`src/rtl/lsll_pkg.sv`:
```
// ----------------------------------------------------------------------------
// lsll_pkg
// Shared widths, register indexes, modes and controller states for the
// latent space log-likelihood accumulator.
// ----------------------------------------------------------------------------
`default_nettype none

package lsll_pkg;

  // Q8.16 data words
  localparam int DataW = 24;
  localparam int FracW = 16;

  // running sum and observation count
  localparam int AccW = 48;
  localparam int CntW = 24;

  // squared coordinate difference, exact Q.32
  localparam int SqW = 2 * DataW;

  // softplus: |x| below 16.0 uses the table, lookup fraction has 20 bits
  localparam int SpFracW = FracW + 4;
  localparam int SpW     = DataW + 1;

  // configuration fields
  localparam int CfgIdxW     = 3;
  localparam int CfgDataW    = 24;
  localparam int DimW        = 2;
  localparam int WeightW     = 23;
  localparam int PosN        = 3;

  localparam logic signed [DataW-1:0] OneQ16 = 24'sd65536;

  localparam logic [DimW-1:0]            DimsRst    = 2'd2;
  localparam logic [WeightW-1:0]         GammaRst   = 23'd65536;
  localparam logic [WeightW-1:0]         InvVarRst  = 23'd32768;
  localparam logic signed [DataW-1:0]    MissingRst = 24'sd6488064;

  typedef enum logic [CfgIdxW-1:0] {
    CFG_MODEL_MODE   = 3'd0,
    CFG_DIMS_USED    = 3'd1,
    CFG_DIST_WEIGHT  = 3'd2,
    CFG_INV_TWO_VAR  = 3'd3,
    CFG_MISSING_CODE = 3'd4
  } cfg_reg_e;

  typedef enum logic {
    MODE_LOGISTIC = 1'b0,
    MODE_GAUSSIAN = 1'b1
  } mode_e;

  typedef enum logic [3:0] {
    ST_IDLE,
    ST_LOAD,
    ST_SQRT,
    ST_GD,
    ST_ETA,
    ST_T1,
    ST_T2,
    ST_T3,
    ST_T4,
    ST_ACC
  } state_e;

endpackage

`default_nettype wire

```
`src/rtl/lsll_lane.sv`:
```
// ----------------------------------------------------------------------------
// lsll_lane
// One latent dimension: difference of person and item coordinate, squared.
// ----------------------------------------------------------------------------
`default_nettype none

module lsll_lane (
  input  logic                              clk_i,
  input  logic                              en_i,
  input  logic signed [lsll_pkg::DataW-1:0] person_pos_i,
  input  logic signed [lsll_pkg::DataW-1:0] item_pos_i,
  output logic        [lsll_pkg::SqW-1:0]   sq_o
);
  import lsll_pkg::*;

  logic signed [DataW:0] diff;
  logic        [DataW:0] mag;
  logic        [SqW-1:0] sq_q;

  always_comb begin
    diff = (DataW+1)'(person_pos_i) - (DataW+1)'(item_pos_i);
    mag  = diff[DataW] ? (DataW+1)'(-diff) : (DataW+1)'(diff);
  end

  // magnitude never exceeds 2^24 - 1
  always_ff @(posedge clk_i) begin
    if (en_i) begin
      sq_q <= mag[DataW-1:0] * mag[DataW-1:0];
    end
  end

  assign sq_o = sq_q;

endmodule

`default_nettype wire

```
`config.mk`:
```
export PLATFORM = sky130hd
export DESIGN_NAME = lsll_lane
export DESIGN_NICKNAME = d
export VERILOG_FILES = /design/src/rtl/lsll_pkg.sv /design/src/rtl/lsll_lane.sv
export SDC_FILE = /design/constraint.sdc
export NUM_CORES = 1
export LEC_CHECK = 0
export ABC_AREA = 1
export BUFFER_PORTS_ARGS = -buffer_cell sky130_fd_sc_hd__buf_4
export CAP_MARGIN = 10
export CORE_MARGIN = 2
export CORE_UTILIZATION = 32
export CTS_CLUSTER_DIAMETER = 100
export CTS_CLUSTER_SIZE = 25
export DETAILED_ROUTE_END_ITERATION = 8
export PLACE_DENSITY_LB_ADDON = 0.1
export SLEW_MARGIN = 10
export SYNTH_ARGS = -nofsm -noshare
export SYNTH_HDL_FRONTEND = slang
export SYNTH_SLANG_ARGS = --single-unit
```
`constraint.sdc`:
```
create_clock -name clk_i -period 9.1 [get_ports clk_i]
set_input_delay 0.91 -clock clk_i [delete_from_list [all_inputs] [get_ports clk_i]]
set_output_delay 0.91 -clock clk_i [all_outputs]
set_load 0.01 [all_outputs]
```
==> results of run 1 <==
## critical path, delay by kind of cell
family | cells | cell delay, ns
and+or+nand+nor | 21 | 2.11
AOI/OAI and AO/OA | 2 | 0.36
buffers and inverters | 11 | 0.97
adders and majority gates | 11 | 4.63
## cell families (layout without fill, tap and decap cells)
kind of cell    Yosys count  count (layout)  synth area share
compound gates          152             152           0.04408
xor+xnor                 56              56           0.02654
fa+ha+maj               616             616            0.5431
buf+inv                 741            1276            0.1452
flops                    47              47           0.07043
other cells               1               1         0.0001871
simple gates            776             776            0.1705
## metrics by stage
step / hold WS, ns / setup TNS, ns / area [um^2] / setup slack (ns)
CTS: 1.159 / -0.01902 / 25190 / -0.01902
detailed placement: 1.317 / -11.43 / 24960 / -0.6763
floorplan: 1.023 / 0 / 20040 / 0.4026
finish: 1.149 / 0 / 26520 / 0.1553
global placement: 1.320 / -8.730 / 24960 / -0.5256
global route: 1.171 / -0.9233 / 26520 / -0.2181
## final cells by class
class,instances,area (um^2),share of cell area
timing repair buffer,567,4519,0.1704
tap,837,1047,0.03949
clock inverter,1,30.03,0.001132
inverter,702,2675,0.1009
sequential,47,1411,0.05322
multi-input combinational,1601,16710,0.6300
clock buffer,6,128.9,0.004860
## path summary, 6_finish.rpt
kind            start                 end  slack, ns
max   person_pos_i[0]  sq_o[47]$_DFFE_PP_       0.16
min              en_i  sq_o[17]$_DFFE_PP_       1.15
## repair_timing
item / 4_1_cts / 5_1_grt
endpoints found under the setup margin: 21 / 28
buffers inserted: 1 / 32
resized for setup: 18 / 271
gates cloned: 0 / 1
pin swaps: 1 / 138
## routing by layer
metal,share of wire,GRT usage
met5,0,0
met4,0.018,0.03412
met3,0.026,0.01878
met2,0.54,0.3701
met1,0.42,0.2428
## layout by cell type, fill, tap and decap left out, drive strengths merged, types with 2 or more instances in the layout
cell,instances
clkinv,2
nand3,63
xor2,40
clkinvlp,2
o21a,3
edfxtp,47
o21ai,36
buf,567
o21bai,6
or2,5
ha,193
inv,698
nand2,374
a21boi,4
clkbuf,6
o31ai,3
a31oi,20
nor3,6
xnor2,16
and2,2
o211ai,4
a21o,4
and3,2
a21oi,70
nand3b,5
fa,423
nor2,297
nand4,20
==> results.md, run 1 <==
* Die Area at around 0.065 mm^2
* Worst-Margin Slew at 0.6268 ns
* Critical Path Max Stage Delay at between 0.5 and 0.6 ns
* Final HPWL DP at about 54 mm
* Worst setup EP type: flip-flop
* First-pass GRT wire length at approximately 98 mm
* Avg Inst Size Synth at between 8 and 9 um^2
* Final min period at a little under 9 ns
* Area Growth Syn to Fin at 32.33%
* DIE HEIGHT at 254.2 um
* Number of diodes at 0
* Critical Path RT at 9.16 ns
* Gate Count Post-Synth at about 2400
* Pins Over Slew Limit at 0
* Hold Crit Class: input port to flip-flop
* CTS H-tree depth at 2
* Largest net degree at the start of global routing at 48
* Most frequent cell after synthesis: inv_1
* Via density at 4.433
* Final ANT Viol Nets at 0
* Post-synth top area share at 0.4226
* Detailed Routing Iterations Pass 1 at 5
* Final setup vio count at 0
* Status: finished, final reports clean
* Crit share post-route at 0.9829
* Slew headroom at 0.5821
* Routability cong. at 0.9262
* Final Hold Viols at 0
* Kind of critical path: input port to flip-flop
* CTS tree: built
* Startpoint Class: input port
* Cells after DPL at 3720
* Layout cells sized above 1 at 0.3023
* DR iter-0 viols at 757
* CTS buffer count at 5
* Core Rows at 91
* Critical path's slowest cell: fa_2
* Final core area utilization at 0.4289
* # clock sinks at between 40 and 50
* Post-CTS Hold Buffers at 0
* F_max at 111.8 MHz
* Commonest cells in the netlist: inv_1, fa_1, nand2_1, nor2_1, ha_1
* Maximum capacitance violations at 0
* Number of synthesized flops with an enable pin at between 40 and 50
* Flops & latches, synth at 47
* Post-route DRC violation count at 0
* Vias at roughly 17000
* RSZ-0062 raised after global routing: true
* Initial antenna violation count at 0
* Area leader, netlist: fa_1
* Routed WL at 60.45 mm
* Initial Util at 0.3241
* I/O pins at 98
* Layout Cells excl Fill at 3761
* Syn Std Cell Area at ~0.02 mm^2
* Critical Path Most Common Cell: nand2_2
* Commonest register cell after synthesis: edfxtp_1
* Yosys warnings at 0
* Ys async rst share at 0
* Die Wd at 254.2 um
* Fillers at 6303
* Hold Path Stages at 1
* Register area share after synthesis at 0.07043
* Largest cells by area after synthesis: fa_1, inv_1, ha_1
* Arrival @ worst endpoint at approximately 9 ns
* Total track usage at 0.1959
* Yosys cell types at 54
* Reg clk slew, reported paths at 0.06 ns
* Largest register FFs at 47
* Syn Nets at 3055
* GRT Residual Overflow at 0
* Clk buf depth at 2
* Core area at 0.06183 mm^2
* # port buffers at 96
* Fin nets at 3590
* CTS root buf: clkbuf_16
* Number of global-route vias before repair at 18490
* Max FO, Critical Path at 5
* Routed wire length per instance at 16.07 um
Power of run 1 is not shown: default switching activity piles up to over one toggle a cycle in this logic, so the estimate is an artifact.
==> run 2: changes to the inputs <==
- CORE_UTILIZATION: 32 -> 35
- CTS_CLUSTER_SIZE: 25 -> not set
==> run 2 against run 1 <==
Count of clock-buffer cells in the layout did not move. Via count shrank 0.17%. Setup slack improved by 0.11 ns. Critical endpoint is now sq_o[38]$_DFFE_PP_. Wire length decreased by 2.5%. Critical path depth shrank 7. Die area shrank 8.4%. Critical path type unchanged. Maximum frequency grew 1.2%. Sequential share of layout area rose by 0.072 points. First-iteration DRC count is 17% lower.
==> results.md, run 2 (synthesis gave the netlist of run 1 again) <==
* DR iter-0 viols at 626 (was 757)
* Min Hold Slack at 1.148 ns (was 1.149 ns)
* Core Rows at 87 (was 91)
* Initial antenna violation count at 0 (unchanged)
* Layout cells sized above 1 at 0.2961 (was 0.3023)
* Detailed Routing Iterations Pass 1 at 5 (unchanged)
* Startpoint Class: input port (unchanged)
* Number of diodes at 0 (unchanged)
* Final HPWL DP at 52.69 mm (was 53.69 mm)
* Arrival @ worst endpoint at 8.89 ns (was 9.00 ns)
* Commonest non-fill, non-tap cells in the layout: inv_1, buf_4, fa_1 (unchanged)
* Initial Util at 0.3547 (was 0.3241)
* Number of global-route vias before repair at 18690 (was 18490)
* Crit share post-route at 0.9708 (was 0.9829)
* DIE HEIGHT at 243.3 um (was 254.2 um)
* Clk buf depth at 2 (unchanged)
* Pins Over Slew Limit at 0 (unchanged)
* Max FO, Critical Path at 8 (was 5)
* Commonest non-fill, non-tap cell in the layout: inv_1 (unchanged)
* Routability cong. at 0.8828 (was 0.9262)
* Critical Path Most Common Cell: fa_1 (was nand2_2)
* Critical path's slowest cell: fa_2 (unchanged)
* CTS tree: built (unchanged)
* Final WS setup at 0.2656 ns (was 0.1553 ns)
* Area Growth Syn to Fin at 30.56% (was 32.33%)
* Final Hold Viols at 0 (unchanged)
* Final setup vio count at 0 (unchanged)
* Slew headroom at 0.5815 (was 0.5821)
* Kind of critical path: input port to flip-flop (unchanged)
* Final min period at 8.834 ns (was 8.945 ns)
* Die Wd at 243.3 um (was 254.2 um)
* Pre-CTS setup slack at -0.5006 ns (was -0.6763 ns)
* Largest net degree at the start of global routing at 48 (unchanged)
* Routed WL at 58.96 mm (was 60.45 mm)
* Hold Crit Class: input port to flip-flop (unchanged)
* First-pass GRT wire length at 98.26 mm (was 97.81 mm)
* CTS H-tree depth at 2 (unchanged)
* Gr busiest metal: met2 (unchanged)
* GRT met3 Usage at 0.01454 (was 0.01878)
* Post-CTS Hold Buffers at 0 (unchanged)
* Fin nets at 3576 (was 3590)
* Die Area at 0.05919 mm^2 (was 0.06464 mm^2)
* Final ANT Viol Nets at 0 (unchanged)
* Core area at 0.05650 mm^2 (was 0.06183 mm^2)
* CTS buffer count at 5 (unchanged)
* CTS root buf: clkbuf_16 (unchanged)
* Grt met1 use at 0.2718 (was 0.2428)
* Setup TNS at 0 ns (unchanged)
* Cells after DPL at 3627 (was 3720)
* Largest register FFs at 47 (unchanged)
* RSZ-0062 raised after global routing: true (unchanged)
* # clock sinks at 47 (unchanged)
* Worst setup EP type: flip-flop (unchanged)
* Vias at 16650 (was 16670)
* Met2 Usage GRT at 0.3956 (was 0.3701)
* Status: finished, final reports clean (unchanged)
* GRT Residual Overflow at 0 (unchanged)
* I/O pins at 98 (unchanged)
* Post-route DRC violation count at 0 (unchanged)
* Reg clk slew, reported paths at 0.07 ns (was 0.06 ns)
* Via density at 4.539 (was 4.433)
* Total track usage at 0.2111 (was 0.1959)
* Worst-Margin Slew at 0.6277 ns (was 0.6268 ns)
* F_max at 113.2 MHz (was 111.8 MHz)
* Critical Path Max Stage Delay at 0.59 ns (about the same)
* Layout Cells excl Fill at 3667 (was 3761)
* # port buffers at 96 (unchanged)
* Maximum capacitance violations at 0 (unchanged)
* Critical Path RT at 9.15 ns (was 9.16 ns)
* Routed wire length per instance at 16.08 um (was 16.07 um)
==> run 2: changes by cell type in the layout (fill, tap and decap cells not counted), sizes merged <==
cell,change
buf,-14
bufinv,-1
clkinv,+2
==> run 2: metrics by stage <==
| step | util | area [um^2] |
|---|---|---|
| 5_1_grt | 0.4631 | 26160 |
| 3_5_place_dp | 0.4371 | 24700 |
| 2_1_floorplan | - | 20040 |
| 3_3_place_gp | 0.4371 | 24700 |
| 4_1_cts | 0.4404 | 24880 |
| 6_report | 0.4631 | 26160 |
==> run 2: layout make-up <==
| type | instances | area (um^2) |
|---|---|---|
| clock buffer | 6 | 128.9 |
| clock inverter | 2 | 12.51 |
| fill | 5590 | 30330 |
| inverter | 702 | 2660 |
| multi-input combinational | 1601 | 16650 |
| sequential | 47 | 1411 |
| tap | 756 | 945.9 |
| timing repair buffer | 553 | 4353 |
==> run 2: worst max-delay path, delay by kind of cell <==
kind | cells | cell delay [ns]
adders and majority gates | 10 | 4.52
buffers and inverters | 12 | 1.24
and+or+nand+nor | 9 | 1.13
AOI/OAI and AO/OA | 6 | 0.94
xor gates and xnor gates | 1 | 0.13
==> run 2: timing repair <==
item | in CTS | in global routing
setup endpoints to repair | 10 | 29
cloned | 0 | 0
resized for setup | 8 | 263
pin swaps | 2 | 96
setup buffers | 2 | 30
hold endpoints to repair | 0 | 0
==> run 2: routing by layer <==
metal / wire, um / share of wire
met1: 25230 / 0.43
met3: 1557 / 0.026
met2: 30980 / 0.53
met4: 1199 / 0.020
met5: 0 / 0
==> run 2: path summary, 6_finish.rpt <==
check | from | to | slack, ns | cells past startpoint
hold / removal | en_i | sq_o[7]$_DFFE_PP_ | 1.15 | 1
setup / recovery | person_pos_i[0] | sq_o[38]$_DFFE_PP_ | 0.27 | 38
Power of run 2 is left out for the same reason.
