**src/rtl/lsll_pkg.sv**
```systemverilog
// ----------------------------------------------------------------------------
// lsll_pkg
// Shared widths, register indexes, modes and controller states for the
// latent space log-likelihood accumulator.
// ----------------------------------------------------------------------------
`default_nettype none

package lsll_pkg;

  // Q8.16 data words
  localparam int DataW = 24;
  localparam int FracW = 16;

  // running sum and observation count
  localparam int AccW = 48;
  localparam int CntW = 24;

  // squared coordinate difference, exact Q.32
  localparam int SqW = 2 * DataW;

  // softplus: |x| below 16.0 uses the table, lookup fraction has 20 bits
  localparam int SpFracW = FracW + 4;
  localparam int SpW     = DataW + 1;

  // configuration fields
  localparam int CfgIdxW     = 3;
  localparam int CfgDataW    = 24;
  localparam int DimW        = 2;
  localparam int WeightW     = 23;
  localparam int PosN        = 3;

  localparam logic signed [DataW-1:0] OneQ16 = 24'sd65536;

  localparam logic [DimW-1:0]            DimsRst    = 2'd2;
  localparam logic [WeightW-1:0]         GammaRst   = 23'd65536;
  localparam logic [WeightW-1:0]         InvVarRst  = 23'd32768;
  localparam logic signed [DataW-1:0]    MissingRst = 24'sd6488064;

  typedef enum logic [CfgIdxW-1:0] {
    CFG_MODEL_MODE   = 3'd0,
    CFG_DIMS_USED    = 3'd1,
    CFG_DIST_WEIGHT  = 3'd2,
    CFG_INV_TWO_VAR  = 3'd3,
    CFG_MISSING_CODE = 3'd4
  } cfg_reg_e;

  typedef enum logic {
    MODE_LOGISTIC = 1'b0,
    MODE_GAUSSIAN = 1'b1
  } mode_e;

  typedef enum logic [3:0] {
    ST_IDLE,
    ST_LOAD,
    ST_SQRT,
    ST_GD,
    ST_ETA,
    ST_T1,
    ST_T2,
    ST_T3,
    ST_T4,
    ST_ACC
  } state_e;

endpackage

`default_nettype wire

```
**src/rtl/lsll_isqrt.sv**
```systemverilog
// ----------------------------------------------------------------------------
// lsll_isqrt
// Rounded-down integer square root, one result bit per cycle.
// ----------------------------------------------------------------------------
`default_nettype none

module lsll_isqrt #(
  parameter  int OpW   = 50,
  localparam int RootW = (OpW + 1) / 2
) (
  input  logic             clk_i,
  input  logic             rst_ni,
  input  logic             start_i,
  input  logic [OpW-1:0]   op_i,
  output logic [RootW-1:0] root_o,
  output logic             done_o
);
  import lsll_pkg::*;

  localparam int W    = OpW + 1;
  localparam int StCw = $clog2(RootW + 1);

  logic [W-1:0]    n_q, r_q, bit_q, trial;
  logic [StCw-1:0] cnt_q;
  logic            busy_q, done_q;

  assign trial = r_q + bit_q;

  always_ff @(posedge clk_i or negedge rst_ni) begin
    if (!rst_ni) begin
      busy_q <= 1'b0;
      done_q <= 1'b0;
      cnt_q  <= '0;
    end else begin
      done_q <= 1'b0;
      if (start_i) begin
        busy_q <= 1'b1;
        cnt_q  <= StCw'(RootW);
      end else if (busy_q) begin
        cnt_q <= cnt_q - 1'b1;
        if (cnt_q == StCw'(1)) begin
          busy_q <= 1'b0;
          done_q <= 1'b1;
        end
      end
    end
  end

  // restoring root: operand below 4^RootW, start at the top power of four
  always_ff @(posedge clk_i) begin
    if (start_i) begin
      n_q   <= W'(op_i);
      r_q   <= '0;
      bit_q <= W'(1) << (2 * (RootW - 1));
    end else if (busy_q) begin
      if (n_q >= trial) begin
        n_q <= n_q - trial;
        r_q <= (r_q >> 1) + bit_q;
      end else begin
        r_q <= r_q >> 1;
      end
      bit_q <= bit_q >> 2;
    end
  end

  assign root_o = r_q[RootW-1:0];
  assign done_o = done_q;

endmodule

`default_nettype wire

```
**config.mk**
```make
export PLATFORM = sky130hd
export DESIGN_NAME = lsll_isqrt
export DESIGN_NICKNAME = d
export VERILOG_FILES = /design/src/rtl/lsll_pkg.sv /design/src/rtl/lsll_isqrt.sv
export SDC_FILE = /design/constraint.sdc
export NUM_CORES = 1
export LEC_CHECK = 0
export ABC_AREA = 0
export BUFFER_PORTS_ARGS = -buffer_cell sky130_fd_sc_hd__buf_2
export CAP_MARGIN = 40
export CORE_ASPECT_RATIO = 0.5
export CORE_MARGIN = 4
export CORE_UTILIZATION = 45
export DETAILED_ROUTE_END_ITERATION = 6
export SETUP_SLACK_MARGIN = 0.3
export SLEW_MARGIN = 20
export SYNTH_ARGS = -nofsm -noshare
export SYNTH_HDL_FRONTEND = slang
export SYNTH_SLANG_ARGS = --single-unit
```
**constraint.sdc**
```tcl
create_clock -name clk_i -period 19.65 [get_ports clk_i]
set_input_delay 1.965 -clock clk_i [delete_from_list [all_inputs] [get_ports clk_i]]
set_output_delay 1.965 -clock clk_i [all_outputs]
set_load 0.005 [all_outputs]
```
==> out/summary.md, run 1 <==
For the worst setup path, the data required time is 19.99 ns. The final weighted congestion in routability-driven placement is 0.914. Summed over all instances, the cell type with the most area after synthesis is dfxtp_1. For the hold buffer count at CTS, the log shows 0. The depth of the CTS H-tree is 4. Once detailed placement completed, the half-perimeter wirelength came to 24.8 mm.

The clock sink count is 134. The worst hold path belongs to the class flop to flop. The mapped netlist covers 12,000 um^2. In this run, synthesis produced a sequential element count of 134.

The tools report the number of max-capacitance violations reported as 0. In the final routed layout, each cell accounts on average for 18.2 um. The run finished with clean final reports.

Maximum vdd ir drop: 0.0737 mV. The run gives 0 as the remaining design rule violation count. Data on the critical path arrives at its endpoint at 7.00 ns. The setup slack on the worst flop-to-flop path is 12.99 ns, and the number of I/O port buffers is 78.

The buffer depth of the longest clock path was 2; the die height was 123 um. The total track usage is 22.4%. The logs give 1,798 for the number of cells after detailed placement and 1,474 for the number of standard cells after synthesis. In the synthesized netlist, the cells that appear most often are nand2_1, nor2_1, ha_1.

After the flow finishes, the layout carries non-filler instances totaling 1,830. The number of hold-slack violations in the final timing report is 0, and the iteration-0 DRC count of the detailed router is 843. In this design, the stage delay of the slowest critical-path cell is 0.62 ns. The tools report the Yosys warning count as 0. The initial utilization of the core area, before any placement, comes to 46.7%. Entering global routing, the biggest net connects 69 pins.

After clock tree synthesis, the clock-pin slew on the worst setup and hold paths is 0.07 ns. The tools report the total count of max-transition violations in the final report as 0. For the aggregate global routing overflow, the log shows 0.

The total negative setup slack came out at 0 ns. The root buffer cell chosen for the clock tree is clkbuf_16. Gates resized during post-CTS repair numbered 0. Across all hold checks on the routed design, the worst slack comes to 0.487 ns. Start of the worst register-to-register path: r_q[4]. Traced cell by cell, the critical path runs through ha_1 > nand4_1 > o211ai_1 > o2111ai_1 > nand2_1 > nor3_1 > o41ai_1 > a221o_1 > a31oi_1 > xor2_1 > ha_1 > a21o_1 > a21o_1 > a21oi_1 > o21ai_1 > a31oi_1 > nand2_1 > a41oi_4 > buf_4 > or2_1 > buf_4 > o311ai_1 > o311a_1. For this design, the slowest cell found on the critical path is o41ai_1. Counting distinct cell types in the post-synthesis netlist gives 81.

The routed design has 33.3 mm of wire. The synthesized design contains 50 enable-type register cells. 79 I/O pins were placed. The first global-routing pass estimated 53.1 mm of wire. Ranked by total cell area, the synthesized netlist is headed by dfxtp_1, edfxtp_1, ha_1. The transition at the pin with the smallest max-transition slack is 0.804 ns, and the number of detailed-routing iterations run before antenna repair is 5. Most frequent cell after synthesis: nand2_1. At the later pin of the worst-skew pair, clock insertion delay measures 0.45 ns.

The number of buffer and inverter stages on the critical path is 2, and the post-route antenna net violation count is 0. The final layout contains 1,632 nets. The run gives 0 as the number of antenna violations at the first check in global routing. The tools report the worst setup path startpoint as r_q[4].

Of all nets on the critical path, the largest fanout is 41. For the number of global-route vias before repair, the log shows 10,200. Setup repair after global routing left no endpoint under its margin. Type of element capturing the critical path: a flop.

The die span in x came out at 239 um. The number of nets in the synthesized netlist is 1,633. Headroom to the max-slew limit came out at 46.4%. Once the clock tree was built, the setup fixing pass inserted 0 buffers.

The run gives 0 as the count of final setup violators. TritonCTS built the clock tree. The area of the placeable core is 25,700 um^2, and the synthesis-to-finish area growth is 8.04%. For this design the ratio of total power to cell area is 134 nW/um^2.

In this run the core area contains 41 standard-cell rows. In the synthesized netlist the async set-or-reset flop fraction comes to 5.22%. For the finished layout, the period the worst path requires is 6.66 ns.

Sequential elements use 26.8% of the synthesized area. The mean cell area of the mapped netlist was 8.14 um^2; the clock skew was 0.0106 ns. The fraction of final layout cells with drive strength greater than 1 was 10.6%; the vias per cell was 5.94.

The leading register cell type out of synthesis was dfxtp_1. After synthesis, the largest area contributor takes up 12.8% of total cell area. The tools report the count of inserted antenna diode cells as 0.

Maximum achievable frequency: 150 MHz. Nature of the critical path startpoint: a flop. The area enclosed by the die boundary is 29,500 um^2. The type of the worst setup path is flop to flop.

The final route contains 10,900 vias. The worst hold path begins at r_q[50]. The final critical path takes up 33.9% of the cycle. The number of buffers created by CTS is 17.

Leakage power figure: 5.36 nW. Cell family contributing the most delay on the critical path: compound AO/OA/AOI/OAI gates.
[flip-flops by register name (all words and copies together), names as in the netlist]
| name | cells |
|---|---|
| done_o | 1 |
| r_q | 51 |
| n_q | 51 |
| cnt_q | 5 |
| bit_q | 25 |
| busy_q | 1 |
[power by group]
| group | switching (mW) | internal [mW] | total [mW] | leakage, nW |
|---|---|---|---|---|
| Clock | 0.143 | 0.173 | 0.316 | 0.276 |
| Combinational | 0.614 | 0.379 | 0.993 | 3.87 |
| Sequential | 0.0427 | 0.391 | 0.434 | 1.22 |
| Total | 0.799 | 0.943 | 1.74 | 5.36 |
[kinds of logic after synthesis]
family | synth area share, %
XOR/XNOR | 9.12
multiplexers | 4.04
buffers and inverters | 5.20
flip-flops | 26.8
adder cells (fa/ha/maj) | 11.1
AO/OA/AOI/OAI | 26.0
AND/OR/NAND/NOR | 17.7
[stage by stage]
step | util, % | setup WS (ns) | total power [mW] | instance area [um^2]
after floorplan | - | 11.37 | 1.19 | 12000
after global placement | 48.2 | 13.36 | 1.40 | 12400
final | 50.4 | 12.99 | 1.74 | 13000
after CTS | 50.4 | 13.14 | 1.74 | 13000
after detailed placement | 48.3 | 13.20 | 1.41 | 12400
after global routing | 50.4 | 12.52 | 1.87 | 13000
[layout make-up]
cell class | instances | area [um^2]
fillers | 2483 | 12700
multi-input cells | 1203 | 8180
flip-flops and latches | 134 | 3220
clock buffers | 19 | 464
repair buffers | 86 | 457
well taps | 344 | 430
inverters | 31 | 116
clock inverters | 13 | 95.1
[worst paths after layout]
path                       endpoint  cells after the start
setup / recovery            r_q[42]                     23
hold / removal              r_q[50]                      2
setup reg to reg            r_q[42]                     23
hold reg to reg             r_q[50]                      2
max in group asynchronous    busy_q                      1
min in group asynchronous    done_o                      1
[layout by cell type, fill, tap and decap left out, types with 21 or more instances in the layout]
cell and count:
edfxtp_1 50, ha_1 105, nand4_1 27, xnor2_1 72, nand2_1 147, a31oi_1 47
nor2_1 144, o21ai_0 91, a211oi_1 28, nor3_1 27, o31ai_1 21, a21o_1 44
inv_1 31, dfxtp_1 77, o21ai_1 21, mux2i_1 36, buf_2 77, a21oi_1 95
xor2_1 53
[tightest hold or removal path: stages, from the launching register on]
cell	delay (ns)
dfxtp_1	0.34
nand2_1	0.07
a21oi_1	0.04
[metal layers]
layer / part of all wire [%] / GRT usage, %
met3: 4.6 / 4.28
met4: 1.6 / 6.48
met5: 0 / 0
met2: 45 / 36.7
met1: 49 / 30.5
Note: power is estimated with default switching activity, not from simulation.
==> run 2, diff against run 1 <==
- ABC_AREA: 0 -> 1
- clock period: 19.65 -> 6.68 ns (I/O delays scaled with it)
==> out/summary.md, run 2 <==
For the count of inserted antenna diode cells, the log shows 0 (unchanged). The tree is rooted in a clkbuf_16. The number of cells upsized or downsized after cts was 0 (unchanged).

The data required time at the worst endpoint was 6.78 ns (-13.21 ns); the count of final setup violators was 0 (unchanged). For the maximum vdd ir drop, the log shows 0.224 mV (+200%). The type of element capturing the critical path was a flop.

The iteration-0 DRC count of the detailed router came out at 2,018 (+140%). The post-CTS setup-driven buffer insertion count came out at 0 (unchanged). The commonest non-fill, non-tap cell in the layout is nand2_1. The run gives 1.00 (+9.9%) as the final weighted congestion in routability-driven placement.

The largest registers in the layout are n_q: 51 flops, r_q: 51 flops, bit_q: 25 flops. The run finished, with violations left. The placed instance area was 15,700 um^2 (+27%).

For the number of inserted filler cells in the final layout, the log shows 3,660 (+47%). The number of hold-slack violations in the final timing report is 0 (unchanged). The die height is 137 um (+11%), and the total count of max-transition violations in the final report is 0 (unchanged).

For the hold buffer count at CTS, the log shows 0 (unchanged). The remaining max-slew budget at the tightest pin was 44.8% (-1.6 points). The path category of the worst min-delay check is input port to async pin.

The die span in x was 267 um (+12%); the number of I/O port buffers was 78 (unchanged). The first-pass GRT wire length was 87.4 mm (+64%); the number of buffers created by CTS was 17 (unchanged). The clock input transition at the sequential cells of the worst setup and hold paths was 0.07 ns (about the same); the average wire per cell in the routed design was 19.0 um (+4.4%). Setup repair after global routing left no endpoint under its margin. For the depth of the CTS H-tree, the log shows 4 (unchanged).

The total negative setup slack was 0 ns (unchanged); the transition at the pin with the smallest max-transition slack was 0.819 ns (+0.0149 ns). The checks that failed: design-rule violations. The synthesis-to-finish area growth is 8.55%. The number of detailed-routing iterations run before antenna repair is 7 (+2), and the critical path data arrival time is 5.58 ns (-1.42 ns). The shortest clock period the worst path allows after layout was 5.48 ns (-1.18 ns). The run gives 58.1 mm (+75%) as the detailed-route wire length. Clock sink count: 134 (unchanged).

The vias per cell was 5.48 (-7.8%); the number of antenna violations at the first check in global routing was 1 (+1). The worst stage delay on the critical path was 0.54 ns (-0.08 ns); the count of flip-flops with a built-in enable after synthesis was 50 (unchanged). Number of placement rows: 47 (+15%). The buffer depth of the longest clock path is 2 (unchanged). The half-perimeter wire length of the detailed placement result came out at 48.1 mm (+94%). The number of global-route vias before repair is 15,200 (+49%), and the top cell type's share of synthesized area is 20.7% (+7.8 points). The area enclosed by the die boundary came out at 36,600 um^2 (+24%). The largest driver fanout on the critical path was 34 (-17%). The run gives 0 (unchanged) as the aggregate global routing overflow. The logs give 2,722 (+67%) for the synthesized net count and 0.46 ns (about the same) for the worst-skew pair later-pin latency. The most common cell in the synthesized netlist is nand2_1. The biggest area consumer among synthesized cells is nand2_1.

The worst register-to-register path ends at n_q[18]. The area of the mapped netlist was 15,100 um^2 (+25%); the sequential share of the synthesized area was 21.4% (-5.4 points). The post-route antenna net violation count came out at 0 (unchanged). By startpoint and endpoint, the worst setup path is classified as flop to flop.

Register bit total from synthesis: 134 (unchanged). For the area of the placeable core, the log shows 33,000 um^2 (+29%). The net total in the final layout is 2,767 (+70%), and the number of standard cells after synthesis is 2,563 (+74%). The mean cell area of the mapped netlist is 5.87 um^2 (-28%).

The power density relative to cell area was 355 nW/um^2 (+160%). The worst setup path is launched from a flop. The remaining design rule violation count was 4 (+4). Start of the worst register-to-register path: r_q[6]. The most numerous cell type found on the critical path is nand2_1. The top cell types in the final layout, fill and taps aside, are nand2_1, inv_1, nor2_1, nand3_1, o21ai_0.

The run gives 65 (-5.8%) as the pin count of the biggest net entering global routing. The logic depth of the worst register-to-register path is 20 (-13%), and the final instance area is 16,300 um^2 (+26%). TritonCTS built the clock tree. The maximum achievable frequency came out at 183 MHz (+22%). Number of top-level pins: 79 (unchanged). The total track usage is 31.5% (+9.1 points). Ranked by instance count, the synthesized netlist is headed by nand2_1, inv_1, nor2_1. The leading register cell type out of synthesis is dfxtp_1.

The run gives 1.20 ns (-11.79 ns) as the setup slack on the worst flop-to-flop path. The logs give 45.6% (-1.1 points) for the starting density of the core and 0 (unchanged) for the number of max-capacitance violations reported. The tools report the count of cell types in the netlist as 47 (-42%). For the clock skew, the log shows 0.0123 ns (+0.00175 ns). The slowest stage of the critical path is the dfxtp_1 cell. The leakage power figure was 7.52 nW (+40%). The tools report the vias after detailed routing as 16,800 (+54%). The fraction of final layout cells with drive strength greater than 1 was 6.79% (-3.8 points). Fraction of registers with async set or reset after synthesis: 5.22% (unchanged).

The post-route clock period utilization works out to 82.0% (+48 points). Sorting the synthesized cells by area gives the leading types as nand2_1, dfxtp_1, edfxtp_1. Traced cell by cell, the critical path runs through ha_1 > nand2_1 > o21ai_0 > nand2_1 > nand2_1 > a21boi_0 > o21ai_1 > xnor2_1 > ha_1 > nand2_1 > nand2_1 > inv_1 > o21ai_0 > a21oi_1 > nand3_2 > nand2_2 > nand3_4 > nand2_1 > nand2_2 > buf_4. For the Yosys warning count, the log shows 0 (unchanged).
run 2: changes by cell type after synthesis, sizes merged, moves of 51 or more:
cell,previous run,this run
inv,31,371
o21ai,115,170
nand3,18,190
xnor2,72,21
nor2,145,284
nand2,147,835
run 2: area by class of cell:
type,count,area [um^2],share of cell area [%]
tap,441,552,3.38
inverter,373,1400,8.57
timing repair buffer,91,515,3.15
clock buffer,19,464,2.84
sequential,134,3220,19.7
multi-input combinational,1991,10100,61.7
clock inverter,12,116,0.712
run 2: stage by stage:
stage	cells	worst slack, ns	power [mW]	hold WS [ns]	util (%)
detailed placement	3029	1.31	4.73	0.470	47.7
floorplan	2563	1.83	3.74	0.372	-
global placement	3028	1.33	4.67	0.466	47.6
finish	3061	1.20	5.80	0.0348	49.5
global route	3061	0.808	6.25	0.0370	49.5
CTS	3060	1.29	5.72	0.0260	49.4
run 2: cells by family (layout without fill, tap and decap cells):
logic type               Yosys count  in the layout  synth area share [%]
AND/OR/NAND/NOR                 1418           1418                  39.5
buffers and inverters            438            495                  11.8
AO/OA/AOI/OAI                    396            396                  14.4
flip-flops                       134            134                  21.4
adder cells (fa/ha/maj)          106            106                  8.86
XOR/XNOR                          71             71                  4.13
run 2: per-layer routing:
layer / routed length, um / track usage, % / vias up
li1: - / - / 8368
met1: 28800 / 47.4 / 7682
met2: 23100 / 45.9 / 648
met3: 5250 / 6.67 / 68
met4: 1040 / 6.97 / 2
met5: 8 / 0 / -
run 2: power by group:
group	leakage (nW)	switching, mW	internal, mW
registers	1.22	0.157	1.14
clock network	0.290	0.434	0.548
logic	6.01	2.43	1.09
run 2: worst max-delay path by stage:
| stage | startpoint | to | slack, ns |
|---|---|---|---|
| finish | r_q[6] | n_q[18] | 1.20 |
| global route | r_q[4] | n_q[22] | 0.81 |
| CTS | r_q[4] | n_q[22] | 1.29 |
| detailed placement | r_q[4] | n_q[12] | 1.31 |
| global placement | r_q[14] | n_q[12] | 1.33 |
| floorplan | r_q[6] | n_q[0] | 1.83 |
run 2: worst max-delay path: cells and delay by family, from the launching register on:
family / cells / cell delay, ns
XOR/XNOR: 1 / 0.48
adder cells (fa/ha/maj): 2 / 0.61
AO/OA/AOI/OAI: 5 / 1.41
buffers and inverters: 2 / 0.55
AND/OR/NAND/NOR: 10 / 1.49
flip-flops: 1 / 0.54
